File: src/hw/rtl/dws_pkg.sv
// ----------------------------------------------------------------------------
// dws_pkg
// shared types and constants of the delimiter window scanner
// ----------------------------------------------------------------------------
package dws_pkg;

    localparam int MAX_PATTERN = 8;
    localparam int WIN_BYTES   = 8;

    typedef logic [1:0] cfg_index_t;

    localparam cfg_index_t CFG_PATTERN = 2'd0;
    localparam cfg_index_t CFG_LENGTH  = 2'd1;
    localparam cfg_index_t CFG_MODE    = 2'd2;

    // one queued action: up to eight emitted bytes, then the outcome flags
    typedef struct packed {
        logic [8*WIN_BYTES-1:0] bytes;
        logic [3:0]             nbytes;
        logic                   found;
        logic                   done;
    } dws_entry_t;

endpackage

File: src/hw/rtl/dws_front.sv
// ----------------------------------------------------------------------------
// dws_front
// configuration registers, sliding window and delimiter compare
// ----------------------------------------------------------------------------
module dws_front
(
    input  logic                     clk,
    input  logic                     rst_n,
    input  logic                     cfg_wr,
    input  dws_pkg::cfg_index_t      cfg_index,
    input  logic [63:0]              cfg_data,
    input  logic                     accept,
    input  logic [7:0]               data_byte,
    input  logic                     end_of_stream,
    output logic                     q_wr,
    output dws_pkg::dws_entry_t      q_data
);

    localparam int WB = dws_pkg::WIN_BYTES;

    logic [63:0]     pattern_reg;
    logic [3:0]      plen_reg;
    logic            mode_reg;
    logic [8*WB-1:0] win_reg;
    logic [8*WB-1:0] win_next;
    logic [3:0]      fill_reg;
    logic [3:0]      fill_next;

    logic [3:0]      len;
    logic [3:0]      pops;
    logic [3:0]      nf0;
    logic [3:0]      nfill;
    logic [8*WB-1:0] win_sh;
    logic            match;

    always_ff @(posedge clk or negedge rst_n)
    begin
        if (!rst_n)
        begin
            pattern_reg <= '0;
            plen_reg    <= 4'd1;
            mode_reg    <= 1'b0;
        end
        else if (cfg_wr)
        begin
            unique case (cfg_index)
                dws_pkg::CFG_PATTERN: pattern_reg <= cfg_data;
                dws_pkg::CFG_LENGTH:  plen_reg    <= cfg_data[3:0];
                dws_pkg::CFG_MODE:    mode_reg    <= cfg_data[0];
                default: ;
            endcase
        end
    end

    always_comb
    begin
        if (plen_reg == 4'd0)
            len = 4'd1;
        else if (plen_reg > 4'(dws_pkg::MAX_PATTERN))
            len = 4'(dws_pkg::MAX_PATTERN);
        else
            len = plen_reg;
    end

    // bytes pushed out before the new one goes in
    assign pops   = (fill_reg >= len) ? (fill_reg - len + 4'd1) : 4'd0;
    assign nf0    = fill_reg - pops;
    assign nfill  = nf0 + 4'd1;
    assign win_sh = win_reg >> {pops, 3'b000};

    always_comb
    begin
        win_next = win_sh;
        match    = (nfill == len);
        for (int i = 0; i < WB; i++)
        begin
            if (nf0 == 4'(i))
                win_next[8*i +: 8] = data_byte;
        end
        for (int i = 0; i < WB; i++)
        begin
            if (4'(i) < len && win_next[8*i +: 8] != pattern_reg[8*i +: 8])
                match = 1'b0;
        end
    end

    always_comb
    begin
        q_data.bytes = win_reg;
        if (end_of_stream)
        begin
            q_data.nbytes = mode_reg ? fill_reg : 4'd0;
            q_data.found  = 1'b0;
            q_data.done   = 1'b1;
            fill_next     = 4'd0;
        end
        else
        begin
            q_data.nbytes = mode_reg ? pops : 4'd0;
            q_data.found  = match;
            q_data.done   = match;
            fill_next     = match ? 4'd0 : nfill;
        end
        q_wr = accept && (end_of_stream || match || q_data.nbytes != 4'd0);
    end

    always_ff @(posedge clk or negedge rst_n)
    begin
        if (!rst_n)
            fill_reg <= 4'd0;
        else if (accept)
            fill_reg <= fill_next;
    end

    // window contents need no reset, only entries below the fill are read
    always_ff @(posedge clk)
    begin
        if (accept && !end_of_stream)
            win_reg <= win_next;
    end

endmodule

File: src/hw/rtl/dws_queue.sv
// ----------------------------------------------------------------------------
// dws_queue
// short queue of actions between the front and the back
// ----------------------------------------------------------------------------
module dws_queue
#(
    parameter int DEPTH = 4
)
(
    input  logic                clk,
    input  logic                rst_n,
    input  logic                wr,
    input  dws_pkg::dws_entry_t wr_data,
    input  logic                rd,
    output dws_pkg::dws_entry_t rd_data,
    output logic                q_full,
    output logic                q_empty
);

    localparam int PW = (DEPTH > 1) ? $clog2(DEPTH) : 1;
    localparam int CW = $clog2(DEPTH + 1);

    dws_pkg::dws_entry_t mem_reg [DEPTH];
    logic [PW-1:0]       wr_ptr_reg;
    logic [PW-1:0]       rd_ptr_reg;
    logic [CW-1:0]       count_reg;

    assign q_full  = (count_reg == CW'(DEPTH));
    assign q_empty = (count_reg == '0);
    assign rd_data = mem_reg[rd_ptr_reg];

    function automatic logic [PW-1:0] ptr_inc(input logic [PW-1:0] p);
        return (p == PW'(DEPTH - 1)) ? '0 : p + PW'(1);
    endfunction

    always_ff @(posedge clk or negedge rst_n)
    begin
        if (!rst_n)
        begin
            wr_ptr_reg <= '0;
            rd_ptr_reg <= '0;
            count_reg  <= '0;
        end
        else
        begin
            if (wr)
                wr_ptr_reg <= ptr_inc(wr_ptr_reg);
            if (rd)
                rd_ptr_reg <= ptr_inc(rd_ptr_reg);
            if (wr && !rd)
                count_reg <= count_reg + CW'(1);
            else if (rd && !wr)
                count_reg <= count_reg - CW'(1);
        end
    end

    always_ff @(posedge clk)
    begin
        if (wr)
            mem_reg[wr_ptr_reg] <= wr_data;
    end

endmodule

File: src/hw/rtl/dws_back.sv
// ----------------------------------------------------------------------------
// dws_back
// unpacks one queued action into result words, one per cycle while pop is high
// ----------------------------------------------------------------------------
module dws_back
(
    input  logic                clk,
    input  logic                rst_n,
    input  logic                q_empty,
    input  dws_pkg::dws_entry_t q_head,
    output logic                q_rd,
    input  logic                pop,
    output logic                empty,
    output logic [7:0]          out_byte,
    output logic                byte_valid,
    output logic                found,
    output logic                done_res,
    output logic                last
);

    localparam int WB = dws_pkg::WIN_BYTES;

    logic            cur_valid_reg;
    logic [3:0]      rem_reg;
    logic [8*WB-1:0] bytes_reg;
    logic            novalid_reg;
    logic            found_reg;
    logic            done_reg;
    logic            final_word;
    logic            advance;

    assign final_word = (rem_reg == 4'd1);
    assign advance    = !cur_valid_reg || (pop && final_word);
    assign q_rd       = advance && !q_empty;

    assign empty      = !cur_valid_reg;
    assign byte_valid = !novalid_reg;
    assign out_byte   = novalid_reg ? 8'd0 : bytes_reg[7:0];
    assign found      = final_word && found_reg;
    assign done_res   = final_word && done_reg;
    assign last       = final_word;

    always_ff @(posedge clk or negedge rst_n)
    begin
        if (!rst_n)
        begin
            cur_valid_reg <= 1'b0;
            rem_reg       <= 4'd1;
        end
        else if (q_rd)
        begin
            cur_valid_reg <= 1'b1;
            rem_reg       <= (q_head.nbytes == 4'd0) ? 4'd1 : q_head.nbytes;
        end
        else if (advance)
        begin
            cur_valid_reg <= 1'b0;
        end
        else if (pop)
        begin
            rem_reg <= rem_reg - 4'd1;
        end
    end

    always_ff @(posedge clk)
    begin
        if (q_rd)
        begin
            bytes_reg   <= q_head.bytes;
            novalid_reg <= (q_head.nbytes == 4'd0);
            found_reg   <= q_head.found;
            done_reg    <= q_head.done;
        end
        else if (pop && cur_valid_reg)
        begin
            // next emitted byte moves to the bottom
            bytes_reg <= {8'd0, bytes_reg[8*WB-1:8]};
        end
    end

endmodule

File: src/hw/rtl/delimiter_window_scanner.sv
// ----------------------------------------------------------------------------
// delimiter_window_scanner
// searches a byte stream for a delimiter of one to eight bytes
// ----------------------------------------------------------------------------
// Input words (data_byte, end_of_stream) are pushed with push while full is
// low. Result words (out_byte, byte_valid, found, done_res, last) are read
// with pop while empty is low; the oldest word is always on the ports.
// Configuration goes through cfg_valid/cfg_ready with cfg_index and cfg_data
// (0 pattern, 1 pattern length, 2 mode); cfg_ready is always high. The user
// must make writes while idle, which the block itself does not enforce.
// The front takes one input word per cycle while full is low, updates the
// window and compares it in the same cycle, and queues at most one action
// per word. The back turns each action, read from the queue into its own
// registers, into one to eight result words at one word per cycle while pop
// is high. Sustained rate is one input word per cycle while each word causes
// at most one result and pop stays high; a word that causes n results holds
// the back for n result words, so the queue of QUEUE_DEPTH actions absorbs
// end-of-stream flushes. A stalled pop holds the current result word; input
// continues until the queue fills, then full rises. Reset empties the window
// and the queue and restores pattern 0, length 1 and skip mode.
// ----------------------------------------------------------------------------
module delimiter_window_scanner
#(
    parameter int QUEUE_DEPTH = 4
)
(
    input  logic                clk,
    input  logic                rst_n,
    input  logic                push,
    output logic                full,
    input  logic [7:0]          data_byte,
    input  logic                end_of_stream,
    input  logic                pop,
    output logic                empty,
    output logic [7:0]          out_byte,
    output logic                byte_valid,
    output logic                found,
    output logic                done_res,
    output logic                last,
    input  logic                cfg_valid,
    output logic                cfg_ready,
    input  dws_pkg::cfg_index_t cfg_index,
    input  logic [63:0]         cfg_data
);

    logic                q_wr;
    logic                q_rd;
    logic                q_full;
    logic                q_empty;
    dws_pkg::dws_entry_t q_wr_data;
    dws_pkg::dws_entry_t q_head;
    logic                accept;

    assign cfg_ready = 1'b1;
    assign full      = q_full;
    assign accept    = push && !q_full;

    dws_front u_front
    (
        .clk           (clk),
        .rst_n         (rst_n),
        .cfg_wr        (cfg_valid && cfg_ready),
        .cfg_index     (cfg_index),
        .cfg_data      (cfg_data),
        .accept        (accept),
        .data_byte     (data_byte),
        .end_of_stream (end_of_stream),
        .q_wr          (q_wr),
        .q_data        (q_wr_data)
    );

    dws_queue #(.DEPTH(QUEUE_DEPTH)) u_queue
    (
        .clk     (clk),
        .rst_n   (rst_n),
        .wr      (q_wr),
        .wr_data (q_wr_data),
        .rd      (q_rd),
        .rd_data (q_head),
        .q_full  (q_full),
        .q_empty (q_empty)
    );

    dws_back u_back
    (
        .clk        (clk),
        .rst_n      (rst_n),
        .q_empty    (q_empty),
        .q_head     (q_head),
        .q_rd       (q_rd),
        .pop        (pop),
        .empty      (empty),
        .out_byte   (out_byte),
        .byte_valid (byte_valid),
        .found      (found),
        .done_res   (done_res),
        .last       (last)
    );

endmodule

File: config.mk
export PLATFORM = sky130hd
export DESIGN_NAME = delimiter_window_scanner
export DESIGN_NICKNAME = d
export VERILOG_FILES = /design/src/hw/rtl/dws_pkg.sv /design/src/hw/rtl/dws_front.sv /design/src/hw/rtl/dws_queue.sv /design/src/hw/rtl/dws_back.sv /design/src/hw/rtl/delimiter_window_scanner.sv
export SDC_FILE = /design/constraint.sdc
export NUM_CORES = 1
export LEC_CHECK = 0
export ABC_CLOCK_PERIOD_IN_PS = 10700
export BUFFER_PORTS_ARGS = -buffer_cell sky130_fd_sc_hd__buf_2
export CAP_MARGIN = 40
export CORE_MARGIN = 5
export CORE_UTILIZATION = 50
export CTS_BUF_LIST = sky130_fd_sc_hd__clkbuf_4 sky130_fd_sc_hd__clkbuf_8
export DETAILED_ROUTE_END_ITERATION = 8
export GPL_TIMING_DRIVEN = 0
export PLACE_DENSITY = 0.67
export SLEW_MARGIN = 20
export SYNTH_ARGS = -nofsm -noshare
export SYNTH_HDL_FRONTEND = slang
export SYNTH_SLANG_ARGS = --single-unit
File: constraint.sdc
create_clock -name clk -period 10.7 [get_ports clk]
set_clock_uncertainty 0.15 [all_clocks]
set_input_delay 0.535 -clock clk [delete_from_list [all_inputs] [get_ports clk]]
set_output_delay 0.535 -clock clk [all_outputs]
set_load 0.03 [all_outputs]
# == Word level (Yosys, flattened, before mapping) ==
# Memory sizes are Yosys's and may differ from the RTL's.
# Index checks and enable logic that the tools add are counted.
# totals
ff_bits,216
ramBits,280
inputBits,80
n_memories,1
# memory_table
name,depth,width,read_ports,rd_ports_with_merged_regs,wr,line_no,rtl
u_queue.mem_reg,4,70,1,0,1,dws_queue.sv:23,dws_pkg::dws_entry_t mem_reg [DEPTH];
# classes
order_cmp,10
n_mux,39
reduce_logical,42
shifts,1
n_eq_ne,23
add_sub_neg,9
# op_table
operator,n
64-bit 2-to-1 mux,2
8-bit 2-to-1 mux,9
8-bit inequality test,8
64-bit by 7-bit >> shifter with 64-bit output,1
4-bit 2-to-1 mux,11
1-bit logical AND,18
"4-bit by 3-bit == test with 1-bit output, second input constant",4
"3-bit by 4-bit less-than comparator with 1-bit output, first input constant",4
4-bit zero test,3
1-bit 2-to-1 mux,12
"4-bit by 1-bit adder with 4-bit output, second input constant",2
"4-bit by 1-bit == test with 1-bit output, second input constant",2
"4-bit by 2-bit == test with 1-bit output, second input constant",2
"1-bit by 4-bit less-than comparator with 1-bit output, first input constant",2
"2-bit by 4-bit less-than comparator with 1-bit output, first input constant",2
2-bit AND reduction,4
2-bit nonzero test,4
4-bit subtractor,2
1-bit zero test,7
"2-bit == test, second input constant",3
3-bit 2-to-1 mux,2
6-bit 2-to-1 mux,1
"2-bit by 1-bit adder with 2-bit output, second input constant",2
4-bit == test,1
other kinds (13),16

# == Depth between registers and ports, before layout ==
# depth
depth_word,27
depth_mapped,34

# == Hierarchy ==
# A second synthesis with hierarchy kept.
# unflattened
cells_unflattened,1702
area_unflattened_um2,24055.6
# modules_own_cells
mod,cells_each,instances,area_each_um2
dws_queue,403,1,10593.9
dws_front,1111,1,10264.8
dws_back,185,1,3171.8
delimiter_window_scanner,3,1,25.0

# == Worst setup path before layout ==
# No wires, ideal clock.
# synth_path
path_type,reg2reg
start,reg u_front.plen_reg[3]
end,mem u_queue.mem_reg[0][0] (netlist name) (enable)
arrival_time_ns,7.666
setup_ns,0.436
stages_incl_launch_ff,28
path_slack_ns,2.448
t_required_ns,10.114
cell_sequence,dfrtp_1 > clkbuf_1 > inv_1 > nand2_1 > inv_1 > ha_1 > inv_1 > ha_1 > clkbuf_1 > nand2_1 > nor2_1 > buf_2 > buf_2 > buf_1 > fa_1 > inv_1 > ha_1 > and3_1 > nand3_1 > nand2_2 > mux2_4 > a2111o_1 > or4_4 > nor3_2 > a41o_1 > a31oi_4 > a31oi_4 > and2_1
# synth_via
elab_chain_cells,24
word_cells_on_any_way,68
# synth_lines
item,line_no,rtl
"start, declared",dws_front.sv:22,logic [3:0] plen_reg;
"start signal, assigned",dws_front.sv:48,dws_pkg::CFG_LENGTH: plen_reg <= cfg_data[3:0];
4-bit greater-than comparator,dws_front.sv:59,else if (plen_reg > 4'(dws_pkg::MAX_PATTERN))
4-bit 2-to-1 mux,dws_front.sv:59,
4-bit 2-to-1 mux (*),dws_front.sv:57,if (plen_reg == 4'd0)
"parallel branches: the longest is 17 deep, another holds 4-bit subtractor",-,
1-bit logical OR (*),dws_front.sv:104,q_wr = accept && (end_of_stream || match || q_data.nbytes != 4'd0);
1-bit logical AND (*),dws_front.sv:104,
named net q_wr,delimiter_window_scanner.sv:46,logic q_wr;
1-bit 2-to-1 mux (*),dws_queue.sv:59,if (wr)
1-bit 2-to-1 mux (not written as such) (*),dws_queue.sv:60,mem_reg[wr_ptr_reg] <= wr_data;
"end, declared",dws_queue.sv:23,
# Mark *: on every way through the listed nets, which the timed path passes.

# == Worst setup path in the final report ==
# layout_path
start,reg u_front.plen_reg[3]
end,mem u_queue.mem_reg[1][23] (netlist name) (enable)
# Same word-level chain as after synthesis.

==> results.md <==
- The run finished with clean final reports.
- The count of final max-slew check failures came to 0.
- The sequential area share after synthesis is 0.617.
- The clock edge transition at the registers on the reported setup and hold paths is roughly 0.060 ns.
- The pre-CTS setup slack is 0.933 ns.
- Setup slack on the critical path of the routed design comes to 0.670 ns.
- The clock tree from TritonCTS is done.
- Dividing the detail-routed via count by the number of cells gives approximately 6.0.
- Measured on the finished design, the core utilization comes to 0.588.
- Setup repair after global routing left no endpoint under its margin.
- The HPWL after detailed placement is roughly 54 mm.
- The finished cells cover between 20000 and 30000 sq um.
- The initial cell density of the core is 0.505.
- Buffers added to address setup during post-CTS repair amount to 0.
- The register bit total from synthesis is approximately 500.
- The number of antenna violations at the first check in global routing is 1.
- In this run the power density over the cells is ~360 nW/um^2.
- The quantity of I/O buffers inserted on ports is 89.
- The number of buffers created by CTS is 82.
- The setup path with the least slack is of type flip-flop to flip-flop.
- The share of layout cells above drive strength 1 is 0.205.
- The final critical-path share of the clock period is 0.937.
- The total negative slack for setup checks is 0 ns.
- The most common cell in the netlist is sky130_fd_sc_hd__edfxtp_1.
- The maximum fanout along the worst path is 36.
- Measured against its own limit, the worst slew margin works out to 0.407.
- Of the post-synthesis cell area, the dominant cell type holds 0.526.
- The min-delay analysis places its worst path in the category primary input to flip-flop.
- The count of cells in the finished layout, fillers not included, comes to 2730.
- The average wire per standard cell is between 20 and 30 um.
- The slowest cell on the critical path is sky130_fd_sc_hd__and2_4.
- The cell taking the most area after synthesis is sky130_fd_sc_hd__edfxtp_1.
- The root buffer cell chosen for the clock tree is sky130_fd_sc_hd__clkbuf_8.
- STA puts the critical path data arrival time at around 10 ns.
- The number of I/O pins is 95.
- The flip-flop cell with the highest count after synthesis is sky130_fd_sc_hd__edfxtp_1.
- The total overflow left after global routing is 0.
- The total detailed-routing wirelength is roughly 74 mm.
- The smallest hold slack is 0.118 ns.
- Summing all placed instances gives a cell area of about 25000 sq um.
- In the global route stage, overall resource usage came out at 0.289.
- Gates resized during post-CTS repair numbered 0.
- The horizontal die dimension is about 230 um.
- The final weighted congestion in routability-driven placement is ~0.96.
- The floorplan core area is 46500 sq um.
- The register with the most flip-flops in the layout has 280 of them.
- The worst-case IR drop observed on VDD is about 0.16 mV.
- The number of antenna diodes in the final layout is 0.
- The cell count after placement is 2519.
- The largest net degree at the start of global routing is 56.
- The startpoint type of the worst setup path is a flip-flop.
- The total of warnings raised by yosys is 0.
- The area added between synthesis and finish is 16.5%.
- Yosys attributes the largest share of cell area to sky130_fd_sc_hd__edfxtp_1 53%, sky130_fd_sc_hd__dfrtp_1 8.9%, sky130_fd_sc_hd__mux4_2 6.7%.
- The net count of the mapped netlist is approximately 1900.
- The number of hold-slack violations in the final timing report is 0.
- The hold-fix buffer count after cts is 66.
- The maximum clock path buffer count is 3.
- STA puts the critical path data required time at around 11 ns.
- The synthesized area is between 20000 and 25000 sq um.
- By count the netlist is led by 411 x sky130_fd_sc_hd__edfxtp_1, 337 x sky130_fd_sc_hd__nand2_1, 83 x sky130_fd_sc_hd__dfrtp_1, 74 x sky130_fd_sc_hd__o21ai_0, 70 x sky130_fd_sc_hd__mux4_2.
- The number of placement rows is between 70 and 80.
- The global-route wire length before repair is approximately 110 mm.
- The leakage component of the power is about 10 nW.
- The total of fill cells in the finished design is 3704.
- The max-cap check violation count is 0.
- The number of design rule violations left after detail routing is 0.
- The H-tree depth is 3.
- The height of the die is around 230 um.
- After the first detailed-routing iteration, the DRC count stood at 1856.
- The number of different library cells used by synthesis comes to 90.
- On the worst path, the slowest cell contributes a delay of about 0.60 ns.
- The net count of the finished layout is 2168.
- For the finished layout, the period the worst path requires is between 10 and 15 ns.
- Setup violations remaining at the end of the flow were counted as 0.
- The die covers between 50000 and 60000 sq um.
- The later pin in the worst-skew pair is clocked with a latency of between 0.6 and 0.7 ns.
- The first TritonRoute pass finished after 7 iterations.
- The total number of clock tree sinks is a little under 500.
- Synthesis handed over a netlist of 1800 instances.
- The via count of the first global-routing pass is 16600.
- Static timing analysis puts the maximum clock frequency at between 0.09 and 0.1 GHz.
- The number of vias after detailed routing is 16500.
- The count of antenna-violating nets left after detailed routing is 0.
- The mean post-synth cell area is between 10 and 15 sq um.
- At the pin with the least slew margin, the transition time is ~0.89 ns.
- STA classifies the critical path endpoint as a flip-flop.
- The synthesized design contains approximately 410 enable-type register cells.
- The share of synthesized registers carrying an async set or reset is 0.171.
- The power after layout is approximately 9.9 mW.
-- final cells by class --
| type | instances | area, sq um | share of cell area |
|---|---|---|---|
| plain buffers | 105 | 425 | 0.0156 |
| clock buffers | 112 | 1400 | 0.0514 |
| clock inverters | 32 | 213 | 0.00778 |
| inverters | 62 | 233 | 0.00852 |
| multi-input cells | 1137 | 8360 | 0.306 |
| flip-flops and latches | 496 | 14500 | 0.530 |
| well taps | 607 | 759 | 0.0278 |
| repair buffers | 179 | 1470 | 0.0536 |
-- cells in the final DEF, fill, tap and decap left out, types with 14 or more instances in the layout --
cell type,instances
sky130_fd_sc_hd__a22oi_1,14
sky130_fd_sc_hd__xnor2_1,28
sky130_fd_sc_hd__buf_1,14
sky130_fd_sc_hd__nor3_1,18
sky130_fd_sc_hd__nand2_1,336
sky130_fd_sc_hd__o21ai_0,74
sky130_fd_sc_hd__clkbuf_8,90
sky130_fd_sc_hd__dlygate4sd3_1,66
sky130_fd_sc_hd__and2_1,21
sky130_fd_sc_hd__a21oi_1,45
sky130_fd_sc_hd__nor2b_1,17
sky130_fd_sc_hd__inv_1,61
sky130_fd_sc_hd__mux4_2,70
sky130_fd_sc_hd__clkbuf_1,69
sky130_fd_sc_hd__buf_2,111
sky130_fd_sc_hd__edfxtp_1,411
sky130_fd_sc_hd__mux2i_1,51
sky130_fd_sc_hd__ha_1,21
sky130_fd_sc_hd__nand3_1,45
sky130_fd_sc_hd__clkinv_1,17
sky130_fd_sc_hd__mux2_2,68
sky130_fd_sc_hd__nor2_1,67
sky130_fd_sc_hd__dfrtp_1,83
sky130_fd_sc_hd__clkbuf_4,22
sky130_fd_sc_hd__xor2_1,23
-- final timing paths --
path                                                  start                             endpoint  slack (ns)  cells past startpoint
min in group asynchronous                             rst_n  u_front.pattern_reg[19]$_DFFE_PN0P_        0.20                      2
max reg2reg                 u_front.plen_reg[3]$_DFFE_PN0P_     u_queue.mem_reg[1][23]$_DFFE_PP_        0.67                     28
max                         u_front.plen_reg[3]$_DFFE_PN0P_     u_queue.mem_reg[1][23]$_DFFE_PP_        0.67                     28
min reg2reg                u_queue.count_reg[2]$_DFFE_PN0P_     u_queue.count_reg[2]$_DFFE_PN0P_        0.34                      1
max in group asynchronous                             rst_n        u_back.rem_reg[0]$_DFFE_PN1P_        9.46                      3
min                                            cfg_index[0]         u_front.mode_reg$_DFFE_PN0P_        0.12                      3
-- power breakdown --
| part | switching (mW) | internal [mW] | total [mW] |
|---|---|---|---|
| combinational | 3.01 | 1.73 | 4.74 |
| clock | 0.751 | 0.898 | 1.65 |
| sequential | 0.537 | 2.97 | 3.50 |
| total | 4.30 | 5.59 | 9.89 |
-- cells by family after synthesis --
| kind of cell | share of synthesized area |
|---|---|
| muxes | 0.124 |
| other | 0.000160 |
| and+or+nand+nor | 0.111 |
| adders and majority gates | 0.0146 |
| DFF | 0.617 |
| xor gates and xnor gates | 0.0190 |
| buffers and inverters | 0.0281 |
| AOI/OAI and AO/OA | 0.0871 |
-- critical path, delay by kind of cell, from the launching register on --
family / cells / cell delay, ns
compound gates: 6 / 1.92
buf+inv: 10 / 2.98
flops: 1 / 0.35
simple gates: 8 / 2.69
fa+ha+maj: 3 / 0.99
xor+xnor: 1 / 0.52
-- routing by layer --
layer | GRT usage | vias to the layer above | routed length, um
met4 | 0.154 | 0 | 4220
li1 | - | 7291 | -
met3 | 0.0536 | 192 | 5460
met5 | 0 | - | 0
met1 | 0.381 | 8208 | 29500
met2 | 0.460 | 795 | 34600
Note: power is estimated with default switching activity, not from simulation.
